### src/hdl/mpt_pkg.sv
// ----------------------------------------------------------------------------
// MIDI pedal tracker package
// Shared types, byte codes and decode helpers for the pedal tracker.
// ----------------------------------------------------------------------------
package mpt_pkg;

    typedef enum logic [1:0] {
        PH_TAG   = 2'd0,
        PH_HEAD  = 2'd1,
        PH_DATA1 = 2'd2,
        PH_DATA2 = 2'd3
    } t_phase;

    localparam logic [7:0] C_TIME_OVERFLOW = 8'hF8;
    localparam logic [7:0] C_STATUS_BIT    = 8'h80;
    localparam logic [7:0] C_ONE_DATA_LO   = 8'hC0;
    localparam logic [7:0] C_ONE_DATA_HI   = 8'hDF;
    localparam logic [7:0] C_MARK_MIN      = 8'hF0;
    localparam logic [3:0] C_CTRL_CHANGE   = 4'hB;
    localparam logic [7:0] C_CC_SUSTAIN    = 8'h40;
    localparam logic [7:0] C_CC_PORTAMENTO = 8'h41;

    typedef struct packed {
        logic [7:0] sustain_level;
        logic [7:0] portamento_level;
        logic       event_done;
        logic       pedal_updated;
    } t_result;

    function automatic logic one_data_byte(input logic [7:0] status);
        return status inside {[C_ONE_DATA_LO:C_ONE_DATA_HI]};
    endfunction

    function automatic logic is_status(input logic [7:0] value);
        return (value & C_STATUS_BIT) != 8'h00;
    endfunction

endpackage

### src/hdl/mpt_if.sv
// ----------------------------------------------------------------------------
// MIDI pedal tracker channel interfaces
// Valid/ready channels for the byte stream and for the pedal results.
// ----------------------------------------------------------------------------
interface mpt_byte_if;
    logic       valid;
    logic       ready;
    logic [7:0] byte_in;

    modport source (output valid, output byte_in, input ready);
    modport sink   (input valid, input byte_in, output ready);
endinterface

interface mpt_result_if;
    logic       valid;
    logic       ready;
    logic [7:0] sustain_level;
    logic [7:0] portamento_level;
    logic       event_done;
    logic       pedal_updated;

    modport source (output valid, output sustain_level, output portamento_level,
                    output event_done, output pedal_updated, input ready);
    modport sink   (input valid, input sustain_level, input portamento_level,
                    input event_done, input pedal_updated, output ready);
endinterface

### src/hdl/midi_pedal_tracker_top.sv
// ----------------------------------------------------------------------------
// MIDI pedal tracker top level
// Parses a timed MIDI byte stream and tracks the sustain and portamento pedals.
// ----------------------------------------------------------------------------
// The block takes one byte per clock cycle while the result sink is ready and
// returns exactly one result per byte, through the input and result registers.
// The byte is registered, decoded combinationally by the running-status parser
// and written into the result register; that single decode step sets the rate.
// While a finished result waits for the sink, the input register can still
// take one more byte; the stream then stops until the sink takes the result.
module midi_pedal_tracker_top (
    input  logic         i_clk,
    input  logic         i_rst_n,
    mpt_byte_if.sink     i_byte,
    mpt_result_if.source o_result
);
    import mpt_pkg::*;

    logic       r_in_valid;
    logic [7:0] r_in_byte;
    logic       can_load;
    logic       step;
    t_result    result;

    assign step         = r_in_valid && can_load;
    assign i_byte.ready = !r_in_valid || can_load;

    always_ff @(posedge i_clk) begin
        if (!i_rst_n) begin
            r_in_valid <= 1'b0;
        end else if (i_byte.ready) begin
            r_in_valid <= i_byte.valid;
        end
    end

    always_ff @(posedge i_clk) begin
        if (i_byte.ready && i_byte.valid) begin
            r_in_byte <= i_byte.byte_in;
        end
    end

    mpt_parser u_parser (
        .i_clk    (i_clk),
        .i_rst_n  (i_rst_n),
        .i_step   (step),
        .i_byte   (r_in_byte),
        .o_result (result)
    );

    mpt_out_reg u_out_reg (
        .i_clk      (i_clk),
        .i_rst_n    (i_rst_n),
        .i_load     (r_in_valid),
        .i_result   (result),
        .o_can_load (can_load),
        .o_result   (o_result)
    );

endmodule

### src/hdl/mpt_parser.sv
// ----------------------------------------------------------------------------
// MIDI pedal tracker parser
// Running-status parser state and the per-byte decode of one timed event.
// ----------------------------------------------------------------------------
module mpt_parser (
    input  logic            i_clk,
    input  logic            i_rst_n,
    input  logic            i_step,
    input  logic [7:0]      i_byte,
    output mpt_pkg::t_result o_result
);
    import mpt_pkg::*;

    t_phase     r_phase, n_phase;
    logic [7:0] r_status, n_status;
    logic [7:0] r_first, n_first;
    logic [7:0] r_sustain, n_sustain;
    logic [7:0] r_porta, n_porta;
    logic       done;
    logic       upd;

    always_comb begin
        n_phase   = r_phase;
        n_status  = r_status;
        n_first   = r_first;
        n_sustain = r_sustain;
        n_porta   = r_porta;
        done      = 1'b0;
        upd       = 1'b0;
        case (r_phase)
            PH_TAG: begin
                if (i_byte == C_TIME_OVERFLOW) begin
                    done = 1'b1;
                end else begin
                    n_phase = PH_HEAD;
                end
            end
            PH_HEAD: begin
                if (!is_status(i_byte)) begin
                    n_first = i_byte;
                    if (one_data_byte(r_status)) begin
                        done    = 1'b1;
                        n_phase = PH_TAG;
                    end else begin
                        n_phase = PH_DATA2;
                    end
                end else begin
                    n_status = i_byte;
                    if (i_byte >= C_MARK_MIN) begin
                        done    = 1'b1;
                        n_phase = PH_TAG;
                    end else begin
                        n_phase = PH_DATA1;
                    end
                end
            end
            PH_DATA1: begin
                n_first = i_byte;
                if (one_data_byte(r_status)) begin
                    done    = 1'b1;
                    n_phase = PH_TAG;
                end else begin
                    n_phase = PH_DATA2;
                end
            end
            PH_DATA2: begin
                done    = 1'b1;
                n_phase = PH_TAG;
                if (r_status[7:4] == C_CTRL_CHANGE) begin
                    if (r_first == C_CC_SUSTAIN) begin
                        n_sustain = i_byte;
                        upd       = 1'b1;
                    end else if (r_first == C_CC_PORTAMENTO) begin
                        n_porta = i_byte;
                        upd     = 1'b1;
                    end
                end
            end
            default: begin
                n_phase = PH_TAG;
            end
        endcase
    end

    always_ff @(posedge i_clk) begin
        if (!i_rst_n) begin
            r_phase   <= PH_TAG;
            r_status  <= 8'h00;
            r_first   <= 8'h00;
            r_sustain <= 8'h00;
            r_porta   <= 8'h00;
        end else if (i_step) begin
            r_phase   <= n_phase;
            r_status  <= n_status;
            r_first   <= n_first;
            r_sustain <= n_sustain;
            r_porta   <= n_porta;
        end
    end

    assign o_result.sustain_level    = n_sustain;
    assign o_result.portamento_level = n_porta;
    assign o_result.event_done       = done;
    assign o_result.pedal_updated    = upd;

endmodule

### src/hdl/mpt_out_reg.sv
// ----------------------------------------------------------------------------
// MIDI pedal tracker result register
// Holds one result until the sink takes it and reports when it can load.
// ----------------------------------------------------------------------------
module mpt_out_reg (
    input  logic             i_clk,
    input  logic             i_rst_n,
    input  logic             i_load,
    input  mpt_pkg::t_result i_result,
    output logic             o_can_load,
    mpt_result_if.source     o_result
);
    import mpt_pkg::*;

    logic    r_valid, n_valid;
    t_result r_data;

    assign o_can_load = !r_valid || o_result.ready;

    always_comb begin
        n_valid = r_valid;
        if (o_can_load) begin
            n_valid = i_load;
        end
    end

    always_ff @(posedge i_clk) begin
        if (!i_rst_n) begin
            r_valid <= 1'b0;
        end else begin
            r_valid <= n_valid;
        end
    end

    always_ff @(posedge i_clk) begin
        if (o_can_load && i_load) begin
            r_data <= i_result;
        end
    end

    assign o_result.valid            = r_valid;
    assign o_result.sustain_level    = r_data.sustain_level;
    assign o_result.portamento_level = r_data.portamento_level;
    assign o_result.event_done       = r_data.event_done;
    assign o_result.pedal_updated    = r_data.pedal_updated;

endmodule

### src/flat_wrapper.sv
// flat-port wrapper written by rule: the top's interface ports become plain ports
module midi_pedal_tracker_top_flat import mpt_pkg::*;
  (i_clk, i_rst_n, i_byte_valid, i_byte_byte_in, i_byte_ready, o_result_valid, o_result_sustain_level, o_result_portamento_level, o_result_event_done, o_result_pedal_updated, o_result_ready);
  mpt_byte_if i_byte_i ();
  mpt_result_if o_result_i ();
  input  logic i_clk;
  input  logic i_rst_n;
  input wire logic [$bits(i_byte_i.valid)-1:0] i_byte_valid;
  input wire logic [$bits(i_byte_i.byte_in)-1:0] i_byte_byte_in;
  output wire logic [$bits(i_byte_i.ready)-1:0] i_byte_ready;
  output wire logic [$bits(o_result_i.valid)-1:0] o_result_valid;
  output wire logic [$bits(o_result_i.sustain_level)-1:0] o_result_sustain_level;
  output wire logic [$bits(o_result_i.portamento_level)-1:0] o_result_portamento_level;
  output wire logic [$bits(o_result_i.event_done)-1:0] o_result_event_done;
  output wire logic [$bits(o_result_i.pedal_updated)-1:0] o_result_pedal_updated;
  input wire logic [$bits(o_result_i.ready)-1:0] o_result_ready;
  assign i_byte_i.valid = i_byte_valid;
  assign i_byte_i.byte_in = i_byte_byte_in;
  assign i_byte_ready = i_byte_i.ready;
  assign o_result_valid = o_result_i.valid;
  assign o_result_sustain_level = o_result_i.sustain_level;
  assign o_result_portamento_level = o_result_i.portamento_level;
  assign o_result_event_done = o_result_i.event_done;
  assign o_result_pedal_updated = o_result_i.pedal_updated;
  assign o_result_i.ready = o_result_ready;
  midi_pedal_tracker_top u_core (.i_clk(i_clk), .i_rst_n(i_rst_n), .i_byte(i_byte_i), .o_result(o_result_i));
endmodule
### config.mk
export PLATFORM = sky130hd
export DESIGN_NAME = midi_pedal_tracker_top_flat
export DESIGN_NICKNAME = d
export VERILOG_FILES = /design/src/hdl/mpt_pkg.sv /design/src/hdl/mpt_if.sv /design/src/hdl/midi_pedal_tracker_top.sv /design/src/hdl/mpt_parser.sv /design/src/hdl/mpt_out_reg.sv /design/src/flat_wrapper.sv
export SDC_FILE = /design/constraint.sdc
export NUM_CORES = 1
export LEC_CHECK = 0
export ABC_AREA = 0
export BUFFER_PORTS_ARGS = -buffer_cell sky130_fd_sc_hd__buf_4
export CAP_MARGIN = 20
export CORE_UTILIZATION = 34
export CTS_CLUSTER_SIZE = 14
export DETAILED_ROUTE_END_ITERATION = 8
export PLACE_DENSITY_LB_ADDON = 0.1
export SYNTH_ARGS = -nofsm -noshare
export SYNTH_HDL_FRONTEND = slang
export SYNTH_SLANG_ARGS = --single-unit
### constraint.sdc
create_clock -name i_clk -period 1.5 [get_ports i_clk]
set_input_delay 0.225 -clock i_clk [delete_from_list [all_inputs] [get_ports i_clk]]
set_output_delay 0.225 -clock i_clk [all_outputs]
set_load 0.1 [all_outputs]
=== After elaboration in Yosys (flattened, before gate mapping) ===
Cells that the tools add are included.

* Equal/unequal tests: 9
* Magnitude comparators: 3
* Reduce and logical (&&, ||, !) cells: 13
* Multiplexer cells: 21

{| class="wikitable"
|+ Operators by type and width
! kind !! count
|-
| $mux W8 || 8
|-
| $eq A8 B7 Y1 const B || 2
|-
| $ge A8 B8 Y1 const B || 2
|-
| $pmux W8 S2 || 1
|-
| $eq A8 B8 Y1 const B || 1
|-
| $le A8 B8 Y1 const B || 1
|-
| $mux W2 || 4
|-
| $pmux W2 S4 || 1
|-
| $mux W1 || 6
|-
| $reduce_and A3 Y1 || 2
|-
| $eq A2 B2 Y1 const B || 2
|-
| $eq A4 B4 Y1 const B || 1
|-
| $ne A2 B2 Y1 const B || 2
|-
| $pmux W1 S4 || 1
|-
| $reduce_and A2 Y1 || 2
|-
| $logic_and A1 B1 Y1 || 3
|-
| $eq A2 B1 Y1 const B || 1
|-
| $logic_not A1 Y1 || 2
|-
| $logic_not A2 Y1 || 1
|-
| $logic_or A1 B1 Y1 || 2
|-
| $reduce_bool A2 Y1 || 1
|}

* Bits in registers: 62
* Output and inout port bits: 20
* Logic and storage cells: 58

=== Longest topological paths before layout ===
Gate-level depths: netlist (run 1).

* Word-level depth: 5
* Gate-level depth with buffers: 5

=== By module ===
A second synthesis (run 1) with hierarchy kept.

* Cells, all modules: 204
* Area total of the unflattened synthesis: 2493.6 um2

{| class="wikitable"
|+ By module, submodules not included
! module !! cells each !! area each (um2) !! sequential area each (um2) !! instances
|-
| mpt_parser || 167 || 1590.3 || 600.6 || 1
|-
| mpt_out_reg || 23 || 598.1 || 560.5 || 1
|-
| midi_pedal_tracker_top || 14 || 305.3 || 260.2 || 1
|}

=== Least setup slack after synthesis (run 1) ===
No wires, ideal clock.

* Kind: register -> register
* From: register u_core.u_out_reg.r_valid (netlist: u_core.u_out_reg.o_result.valid)
* To: register u_core.r_in_byte[0] (enable)
* Slack: -1.103 ns
* Required time: 1.221 ns
* Clock period less this slack: 2.603 ns
* Data arrival time: 2.323 ns
* Cell stages (with the launch flop): 4
* Path buffers: 0
* Setup time: 0.279 ns
* Cells stage by stage: dfxtp_1 -> nor2b_1 -> nand2_1 -> and2_1

* Longest elaborated chain between the ends: 4

{| class="wikitable"
|+ RTL lines
! item !! line !! RTL
|-
| start: declaration || mpt_out_reg.sv:15 || <nowiki>logic r_valid, n_valid;</nowiki>
|-
| start signal: assignment || mpt_out_reg.sv:31 || <nowiki>r_valid <= n_valid;</nowiki>
|-
| $logic_not A1 Y1 || mpt_out_reg.sv:18 || <nowiki>assign o_can_load = !r_valid || o_result.ready;</nowiki>
|-
| $logic_or A1 B1 Y1 || mpt_out_reg.sv:18 ||
|-
| $logic_or A1 B1 Y1 || midi_pedal_tracker_top.sv:26 || <nowiki>assign i_byte.ready = !r_in_valid || can_load;</nowiki>
|-
| via i_byte_ready || flat_wrapper.sv:10 || <nowiki>output wire logic [$bits(i_byte_i.ready)-1:0] i_byte_ready;</nowiki>
|-
| $logic_and A1 B1 Y1 || midi_pedal_tracker_top.sv:37 || <nowiki>if (i_byte.ready && i_byte.valid) begin</nowiki>
|-
| end signal: assignment || midi_pedal_tracker_top.sv:38 || <nowiki>r_in_byte <= i_byte.byte_in;</nowiki>
|-
| end: declaration || midi_pedal_tracker_top.sv:20 || <nowiki>logic [7:0] r_in_byte;</nowiki>
|}

The timed path passes the listed nets, and every way through them passes these cells.
A chain may end at the register's enable or synchronous reset.

=== Worst setup path in the final report (run 1) ===
* From: register u_core.u_parser.r_first[1]
* To: register u_core.u_parser.r_sustain[4]

* Longest elaborated chain between the ends: 4

{| class="wikitable"
|+ RTL lines
! item !! line !! RTL
|-
| start: declaration || mpt_parser.sv:16 || <nowiki>logic [7:0] r_first, n_first;</nowiki>
|-
| start signal: assignment || mpt_parser.sv:95 || <nowiki>r_first <= n_first;</nowiki>
|-
| $eq A8 B7 Y1 || mpt_parser.sv:70 || <nowiki>if (r_first == C_CC_SUSTAIN) begin</nowiki>
|-
| $mux W8 || mpt_parser.sv:70 ||
|-
| $mux W8 || mpt_parser.sv:69 || <nowiki>if (r_status[7:4] == C_CTRL_CHANGE) begin</nowiki>
|-
| $mux W8 || mpt_parser.sv:30 || <nowiki>case (r_phase)</nowiki>
|-
| end signal: assignment || mpt_parser.sv:96 || <nowiki>r_sustain <= n_sustain;</nowiki>
|-
| end: declaration || mpt_parser.sv:17 || <nowiki>logic [7:0] r_sustain, n_sustain;</nowiki>
|}

No other way between the ends.

==> impl_metrics.env, run 1 <==
export IMPL_slew_limit_headroom_pct=72.36
export IMPL_synthAdderAreaFrac_pct=0
export IMPL_io_pins=32
export IMPL_syn_cell_area_um2=2486
export IMPL_ir_drop_v=0.0005475
export IMPL_fin_hold_ws_ps=67.62
export IMPL_clk_latency_ps=330
export IMPL_synth_area_leaders="edfxtp_1, dfxtp_1, mux2i_1"
export IMPL_die_width_um=87.51
export IMPL_hold_viol_final=0
export IMPL_grt_first_pass_wirelength_um=8418
export IMPL_clk_root_buffer_cell="clkbuf_8"
export IMPL_dieArea_um2=7658
export IMPL_synth_compound_area_share_pct=5.033
export IMPL_crit_arrival_ps=1750
export IMPL_synth_most_common_cell="dfxtp_1"
export IMPL_final_layout_size_suffix_gt1_share_pct=42.13
export IMPL_place_worst_setup_slack_ps=-153.9
export IMPL_layout_nets=262
export IMPL_num_antenna_cells=0
export IMPL_async_flop_share_pct=0
export IMPL_grt_overflow=0
export IMPL_portBuffers=31
export IMPL_critPathCaptureType="flip-flop"
export IMPL_powerDensity_nw_per_um2=1000
export IMPL_placementRows=30
export IMPL_die_h_um=87.51
export IMPL_worst_pin_slew_ps=414.6
export IMPL_ant_nets=0
export IMPL_crit_path_start_kind="flip-flop"
export IMPL_first_global_vias=1698
export IMPL_yosys_top_cells_count="dfxtp_1, edfxtp_1, mux2i_1, nand2_1, mux2_2"
export IMPL_dr_pass1_iters=4
export IMPL_cap_violations=0
export IMPL_muxShareOfSynthArea_pct=17.72
export IMPL_period_share_pct=99.91
export IMPL_synth_area_per_cell_um2=12.95
export IMPL_crit_slowest_cell="and4b_4"
export IMPL_fmax_ghz=0.6672
export IMPL_cts_tree="built"
export IMPL_drc=0
export IMPL_cts_sinks=58
export IMPL_leakage_nw=1.319
export IMPL_holdCritPathClass="input port to flip-flop"
export IMPL_outcome="finished clean"
export IMPL_rsz0062_at_grt="true"
export IMPL_grt_start_max_net_pins=42
export IMPL_ys_types=39
export IMPL_ff2ff_path_depth=5
export IMPL_path_class="flip-flop to flip-flop"
export IMPL_fin_skew_ps=5.240
export IMPL_synth_seq_area_share_pct=57.17
export IMPL_clk_path_buf_depth=2
export IMPL_wirelength_um=5369
export IMPL_synth_top_area_cell="edfxtp_1"
export IMPL_gp_congestion=0.7626
export IMPL_whs_path_depth=1
export IMPL_ys_ff_latch=58
export IMPL_vias=1686
export IMPL_hpwl_um=3774
export IMPL_placed_cells=331
export IMPL_synth_xor_area_share_pct=0
export IMPL_fillerInstances=647
export IMPL_synth_simple_area_share_pct=18.12
export IMPL_initial_core_util_pct=35.80
export IMPL_synth_ff_type="dfxtp_1"
export IMPL_cp_max_fo=8
export IMPL_antenna_found_initial=0
export IMPL_numCtsBuffers=9
export IMPL_area_growth_pct=30.80
export IMPL_syn_inst=192
export IMPL_fin_ws_ps=1.283
export IMPL_synth_top_area_share_pct=31.40
export IMPL_crit_chain="and4b_4 > nand4_4 > buf_12 > nor2_8 > mux2i_1"
export IMPL_post_route_util_pct=46.83
export IMPL_htreeDepth=3
export IMPL_cp_top_family="simple AND/OR/NAND/NOR gates"
export IMPL_syn_num_nets=204
export IMPL_coreArea_um2=6944
export IMPL_synth_edff_count=26
export IMPL_finalSetupViolCount=0
export IMPL_wl_per_cell_um=15.34
export IMPL_drv_slew=0
export IMPL_ys_warn_count=0
export IMPL_cp_num_buf_inv=1
export IMPL_holdBufCountCts=0
export IMPL_required_ps=1750
export IMPL_cts_clk_slew_worst_paths_ps=60
export IMPL_via_per_inst=4.817
export IMPL_grt_use_total_pct=15.46
export IMPL_instances_no_fill=350
export IMPL_slowest_delay_ps=360
export IMPL_synth_top_family_by_area="simple AND/OR/NAND/NOR gates"
export IMPL_cp_depth=5
export IMPL_final_min_clock_period_ps=1499
export IMPL_drt_iter0_drc=43
registers in the layout (all words and copies together), names as in the netlist, 2 cells and up:
register	flops
u_core.r_in_byte	8
u_core.u_out_reg.o_result.portamento_level	8
u_core.u_out_reg.o_result.sustain_level	8
u_core.u_parser.r_first	8
u_core.u_parser.r_phase	2
u_core.u_parser.r_porta	8
u_core.u_parser.r_status	4
u_core.u_parser.r_sustain	8
logic make-up after synthesis:
logic type	Yosys count
AOI/OAI and AO/OA	16
buffers and inverters	11
muxes	42
and+or+nand+nor	65
DFF	58
report_power, final:
part           leakage, nW  switching [W]  internal [W]
sequential           0.510      0.0000224       0.00169
combinational        0.735       0.000270      0.000116
clock               0.0743       0.000575      0.000576
worst paths after layout:
check                                                 start                                        end  slack, ps
setup / recovery    u_core.u_parser.r_first[1]$_SDFFE_PN0P_  u_core.u_parser.r_sustain[4]$_SDFFE_PN0P_          1
hold / removal                            i_byte_byte_in[3]              u_core.r_in_byte[3]$_DFFE_PP_         70
setup reg to reg    u_core.u_parser.r_first[1]$_SDFFE_PN0P_  u_core.u_parser.r_sustain[4]$_SDFFE_PN0P_          1
hold reg to reg   u_core.u_parser.r_sustain[1]$_SDFFE_PN0P_  u_core.u_parser.r_sustain[1]$_SDFFE_PN0P_        450
cell type report:
cell class	count	area, um^2	area share (%)
inverter	2	11.26	0.3463
clock inverter	4	20.02	0.6156
timing repair buffer	56	461.7	14.20
multi-input combinational	123	1079	33.17
sequential	58	1429	43.94
tap	96	120.1	3.694
clock buffer	11	131.4	4.040
layer usage:
layer  vias to the layer above  share of wire [%]  global-route usage (%)
met5                         -                  0                       0
met4                         0               0.91                   5.961
met3                         6                4.0                   5.403
met2                        40                 52                   27.13
met1                       828                 43                   17.19
li1                        812                  -                       -
through the flow:
stage | TNS (ps) | power, W | area, um^2
floorplan | 0 | 0.002009 | 2534
global placement | -806.9 | 0.002123 | 3028
detailed placement | -1744 | 0.002129 | 3028
CTS | -99.89 | 0.003301 | 3233
global route | -799.2 | 0.003406 | 3252
finish | 0 | 0.003252 | 3252
cell usage in the layout, fill, tap and decap left out, drive strengths merged, types with 2 or more instances in the layout:
master,instances
a21boi,3
a21oi,3
and4b,2
buf,56
clkbuf,11
clkinv,3
clkinvlp,2
dfxtp,32
edfxtp,26
mux2,16
mux2i,26
nand2,27
nand2b,2
nand3,2
nand4,5
nor2,4
nor2b,13
nor3,2
nor3b,2
o21a,2
o21ai,4
worst register-to-register path, cell delays in order (launching register included):
cell and delay (ps):
dfxtp_2 320, and4b_4 360, nand4_4 120, buf_12 170
nor2_8 230, mux2i_1 220
repair_timing:
item                                    in CTS  in global routing
gates resized for setup                      5                  5
endpoints found under the setup margin      36                 35
setup buffers                                3                  1
pin swaps                                    4                  3
No activity file was read; power rests on OpenSTA's default activity.
==> run 2, diff against run 1 <==
--- a/config.mk
+++ b/config.mk
@@ -8,10 +8,11 @@
 export ABC_AREA = 0
 export BUFFER_PORTS_ARGS = -buffer_cell sky130_fd_sc_hd__buf_4
 export CAP_MARGIN = 20
-export CORE_UTILIZATION = 34
+export CORE_UTILIZATION = 28
 export CTS_CLUSTER_SIZE = 14
 export DETAILED_ROUTE_END_ITERATION = 8
 export PLACE_DENSITY_LB_ADDON = 0.1
+export SETUP_SLACK_MARGIN = 0.4
 export SYNTH_ARGS = -nofsm -noshare
 export SYNTH_HDL_FRONTEND = slang
 export SYNTH_SLANG_ARGS = --single-unit
==> run 2 against run 1 <==
  * The flow now finishes with violations (negative setup slack)
  * Combinational power grew 32%
  * Global-route usage down 0.84 points
  * Die area increased by 21%
  * Power up 20%
  * Cell count rose by 7.7%
  * Highest routed layer unchanged
  * Critical path depth decreased by 1
  * Utilization decreased by 2.6 points
  * Clock power is 43% higher
  * Sequential cell count unchanged
  * Via count fell by 0.77%
  * Sequential power hardly changed
  * Sequential share of layout area is 6.6 points lower
==> impl_metrics.env, run 2 (same netlist as run 1, synthesis figures left out) <==
export IMPL_outcome="finished with violations"
export IMPL_failed_checks="negative setup slack"
export IMPL_grt_overflow=0
export IMPL_drv_slew=0
export IMPL_mostFrequentLayoutCells="buf_4, mux2i_1, edfxtp_1, dfxtp_1"
export IMPL_crit_arrival_ps=1590
export IMPL_drc=0
export IMPL_die_h_um=96.23
export IMPL_seq_area_um2=1434
export IMPL_io_pins=32
export IMPL_final_min_clock_period_ps=1511
export IMPL_grt_use_total_pct=14.61
export IMPL_fillerInstances=813
export IMPL_numCtsBuffers=9
export IMPL_multi_input_area_um2=1121
export IMPL_fin_tns_setup_ps=-21.49
export IMPL_instances_no_fill=377
export IMPL_ant_nets=0
export IMPL_htreeDepth=3
export IMPL_worst_pin_slew_ps=397.6
export IMPL_cts_tree="built"
export IMPL_r2r_end="u_core.u_out_reg.o_result.sustain_level[0]$_DFFE_PP_"
export IMPL_hold_start="i_byte_byte_in[3]"
export IMPL_gp_congestion=0.6759
export IMPL_via_per_inst=4.438
export IMPL_hold_viol_final=0
export IMPL_wirelength_um=5801
export IMPL_fmax_ghz=0.6620
export IMPL_cp_max_fo=3
export IMPL_antenna_found_initial=0
export IMPL_die_width_um=96.23
export IMPL_whs_path_depth=1
export IMPL_dieArea_um2=9260
export IMPL_period_share_pct=100.7
export IMPL_dr_pass1_iters=4
export IMPL_rsz0062_at_grt="true"
export IMPL_coreArea_um2=8678
export IMPL_ff2ff_path_depth=4
export IMPL_cts_clk_slew_worst_paths_ps=70
export IMPL_r2r_start="u_core.u_parser.r_first[5]$_SDFFE_PN0P_"
export IMPL_hpwl_um=3729
export IMPL_initial_core_util_pct=28.65
export IMPL_area_growth_pct=54.50
export IMPL_required_ps=1580
export IMPL_cap_violations=0
export IMPL_holdCritPathClass="input port to flip-flop"
export IMPL_final_area_um2=3841
export IMPL_place_worst_setup_slack_ps=-94.12
export IMPL_critPathCaptureType="flip-flop"
export IMPL_fin_skew_ps=8.725
export IMPL_placed_cells=345
export IMPL_min_to="u_core.r_in_byte[3]$_DFFE_PP_"
export IMPL_portBuffers=31
export IMPL_clk_path_buf_depth=2
export IMPL_p_total_w=0.003888
export IMPL_placementRows=34
export IMPL_grt_first_pass_wirelength_um=9556
export IMPL_layout_commonest_cell="buf_4"
export IMPL_wl_per_cell_um=15.39
export IMPL_first_global_vias=1747
export IMPL_path_class="flip-flop to flip-flop"
export IMPL_drt_iter0_drc=59
export IMPL_cts_sinks=58
export IMPL_ir_drop_v=0.0005515
export IMPL_fin_ws_ps=-10.66
export IMPL_vias=1673
export IMPL_clk_latency_ps=330
export IMPL_grt_start_max_net_pins=42
export IMPL_layout_nets=276
export IMPL_final_layout_size_suffix_gt1_share_pct=49.44
export IMPL_finalSetupViolCount=3
export IMPL_powerDensity_nw_per_um2=1012
export IMPL_slew_limit_headroom_pct=73.50
export IMPL_dpl_cell_area_um2=3077
export IMPL_num_antenna_cells=0
export IMPL_r2r_slack_ps=-10
export IMPL_clk_root_buffer_cell="clkbuf_8"
export IMPL_crit_path_start_kind="flip-flop"
export IMPL_leakage_nw=1.562
-- run 2: final cells by class --
class	count	area share [%]
clock inverter	4	1.922
clock buffer	12	4.039
tap	108	3.518
sequential	58	37.33
multi-input combinational	123	29.19
inverter	2	0.2932
timing repair buffer	70	23.71
-- run 2: metrics by stage --
stage                     util [%]  hold WS [ps]
after floorplan                  -         323.9
after global placement       35.45         403.5
after detailed placement     35.45         404.5
after CTS                    43.96         46.08
after global routing         44.26         44.71
final                        44.26         65.57
-- run 2: critical path, stage by stage, from the launching register on --
cell and delay (ps):
dfxtp_2 320, and4b_2 350, nand4_4 150, buf_6 160
mux2_4 280
-- run 2: worst max-delay path by stage --
stage               cells past startpoint  slack, ps                                          from                                                      end
floorplan                               5         30  u_core.u_out_reg.o_result.valid$_SDFFE_PN0P_                  u_core.u_parser.r_first[7]$_SDFFE_PN0P_
global placement                        3       -100       u_core.u_parser.r_first[5]$_SDFFE_PN0P_     u_core.u_out_reg.o_result.sustain_level[0]$_DFFE_PP_
detailed placement                      3        -90       u_core.u_parser.r_first[5]$_SDFFE_PN0P_     u_core.u_out_reg.o_result.sustain_level[6]$_DFFE_PP_
CTS                                     4        -20       u_core.u_parser.r_first[5]$_SDFFE_PN0P_  u_core.u_out_reg.o_result.portamento_level[7]$_DFFE_PP_
global route                            5        -80       u_core.u_parser.r_first[0]$_SDFFE_PN0P_                  u_core.u_parser.r_porta[4]$_SDFFE_PN0P_
finish                                  4        -10       u_core.u_parser.r_first[5]$_SDFFE_PN0P_     u_core.u_out_reg.o_result.sustain_level[0]$_DFFE_PP_
-- run 2: timing repair --
item                       4_1_cts  5_1_grt
setup endpoints to repair       94       91
cloned                           1        0
setup buffers                   14        1
pin swaps                        9        3
hold buffers                     0        0
resized for setup               88        6
-- run 2: routing by layer --
metal | vias to the layer above | routed length [um] | GRT usage [%]
li1 | 845 | - | -
met1 | 794 | 2813 | 19.06
met2 | 26 | 2772 | 22.99
met3 | 8 | 125 | 3.160
met4 | 0 | 89 | 6.716
met5 | - | 0 | 0
-- run 2: power by group --
part / switching, W / internal, W / total, W
registers: 0.0000316 / 0.00169 / 0.00172
clock network: 0.000624 / 0.00103 / 0.00165
logic: 0.000294 / 0.000218 / 0.000512
==> run 3, diff against run 2 <==
--- a/config.mk
+++ b/config.mk
@@ -16,3 +16,4 @@
 export SYNTH_ARGS = -nofsm -noshare
 export SYNTH_HDL_FRONTEND = slang
 export SYNTH_SLANG_ARGS = --single-unit
+export TNS_END_PERCENT = 1
==> run 3 against run 2 <==
  * The run now ends clean
  * Die area unchanged
  * Cell area down 4.8%
  * Via count down 3.3%
  * First-iteration DRC count grew 31%
  * Power decreased by 3.6%
  * Register-to-register slack about the same
  * Cell count decreased by 3.4%
  * Fmax up 0.96%
  * Clock skew grew 2.2 ps
  * Critical endpoint is now u_core.u_out_reg.o_result.portamento_level[2]$_DFFE_PP_
  * Largest power group unchanged
==> impl_metrics.env, run 3 (same netlist as run 1, synthesis figures left out) <==
export IMPL_outcome="finished clean"
export IMPL_holdCritPathClass="input port to flip-flop"
export IMPL_hold_viol_final=0
export IMPL_area_growth_pct=47.16
export IMPL_powerDensity_nw_per_um2=1025
export IMPL_fin_skew_ps=10.97
export IMPL_io_pins=32
export IMPL_dr_pass1_iters=4
export IMPL_rsz0062_at_grt="true"
export IMPL_ant_nets=0
export IMPL_drv_slew=0
export IMPL_cp_max_fo=9
export IMPL_crit_path_start_kind="flip-flop"
export IMPL_ir_drop_v=0.0004935
export IMPL_leakage_nw=1.466
export IMPL_grt_first_pass_wirelength_um=9045
export IMPL_p_switching_w=0.0009410
export IMPL_portBuffers=31
export IMPL_required_ps=1590
export IMPL_mostFrequentLayoutCells="buf_4, dfxtp_1, mux2i_1, edfxtp_1, nand2_1"
export IMPL_dieArea_um2=9260
export IMPL_slew_limit_headroom_pct=71.62
export IMPL_hpwl_um=3898
export IMPL_numCtsBuffers=9
export IMPL_grt_start_max_net_pins=42
export IMPL_power_frac_seq_pct=46.1
export IMPL_worst_pin_slew_ps=425.7
export IMPL_final_layout_size_suffix_gt1_share_pct=45.70
export IMPL_cts_clk_slew_worst_paths_ps=70
export IMPL_slowest_delay_ps=370
export IMPL_path_class="flip-flop to flip-flop"
export IMPL_coreArea_um2=8678
export IMPL_final_min_clock_period_ps=1496
export IMPL_htreeDepth=3
export IMPL_place_worst_setup_slack_ps=-6.291
export IMPL_layout_nets=263
export IMPL_p_int_w=0.002807
export IMPL_crit_slowest_cell="and4b_4"
export IMPL_fin_ws_ps=3.644
export IMPL_clk_latency_ps=330
export IMPL_placementRows=34
export IMPL_cts_setup_buffers=0
export IMPL_gp_congestion=0.7448
export IMPL_final_area_um2=3659
export IMPL_via_per_inst=4.442
export IMPL_finalSetupViolCount=0
export IMPL_fillerInstances=855
export IMPL_fmax_ghz=0.6683
export IMPL_die_width_um=96.23
export IMPL_drc=0
export IMPL_wirelength_um=5738
export IMPL_period_share_pct=99.76
export IMPL_grt_overflow=0
export IMPL_crit_chain="and4b_4 > nand4_4 > buf_12 > mux2_2"
export IMPL_initial_core_util_pct=28.65
export IMPL_wl_per_cell_um=15.76
export IMPL_dpl_cell_area_um2=3105
export IMPL_swShare_pct=25.10
export IMPL_critPathCaptureType="flip-flop"
export IMPL_clock_power_share_pct=41.6
export IMPL_die_h_um=96.23
export IMPL_clk_path_buf_depth=2
export IMPL_vias=1617
export IMPL_cts_tree="built"
export IMPL_crit_arrival_ps=1580
export IMPL_cap_violations=0
export IMPL_grt_use_total_pct=13.98
export IMPL_drt_iter0_drc=77
export IMPL_antenna_found_initial=0
export IMPL_fin_tns_setup_ps=0
export IMPL_cts_sinks=58
export IMPL_first_global_vias=1666
export IMPL_power_frac_comb_pct=12.3
export IMPL_clk_root_buffer_cell="clkbuf_8"
export IMPL_num_antenna_cells=0
==> run 3: area by class of cell <==
cell class              instances  area (um^2)  share of cell area, %
well taps                     108        135.1                  3.694
repair buffers                 57        750.7                  20.52
multi-input cells             123         1122                  30.68
inverters                       2        11.26                 0.3078
clock inverters                 5        78.83                  2.155
clock buffers                  11        131.4                  3.591
flip-flops and latches         58         1429                  39.06
==> run 3: routing by layer <==
metal  wire (um)  track usage [%]  up-vias
met3         196            4.739        8
met4          97            5.721        0
met5           0                0        -
li1            -                -      809
met1        2750            17.95      773
met2        2693            21.39       27
==> run 3: final timing paths <==
check,start,endpoint,slack [ps],cells after the start
max,u_core.u_parser.r_first[1]$_SDFFE_PN0P_,u_core.u_out_reg.o_result.portamento_level[2]$_DFFE_PP_,4,4
min,i_byte_byte_in[5],u_core.r_in_byte[5]$_DFFE_PP_,60,1
max reg2reg,u_core.u_parser.r_first[1]$_SDFFE_PN0P_,u_core.u_out_reg.o_result.portamento_level[2]$_DFFE_PP_,4,4
min reg2reg,u_core.u_parser.r_sustain[1]$_SDFFE_PN0P_,u_core.u_parser.r_sustain[1]$_SDFFE_PN0P_,460,2
==> run 3: critical path: cells and delay by family (launching register included) <==
family                 cells  cell delay [ps]
buffers and inverters      1              170
and+or+nand+nor            2              480
muxes                      1              280
DFF                        1              320
==> run 3: through the flow <==
step	total power (W)	hold slack (ps)	instances	util, %
after floorplan	0.002009	323.9	192	-
after CTS	0.003777	48.64	364	41.93
final	0.003748	61.51	364	42.16
after global placement	0.002144	403.9	348	35.78
after detailed placement	0.002142	404.5	348	35.78
after global routing	0.003883	36.38	364	42.16
==> run 3: power by group through the flow <==
stage	Sequential (W)	Combinational [W]	Clock [W]
after floorplan	0.00189	0.000115	0
after global placement	0.00175	0.000396	0
after detailed placement	0.00175	0.000393	0
after CTS	0.00173	0.000460	0.00159
after global routing	0.00173	0.000482	0.00167
final	0.00173	0.000462	0.00156
==> run 3: timing repair <==
item,in CTS,in global routing
resized for setup,81,5
hold buffers,0,0
pin swaps,13,10
cloned,0,0
endpoints found under the setup margin,91,92
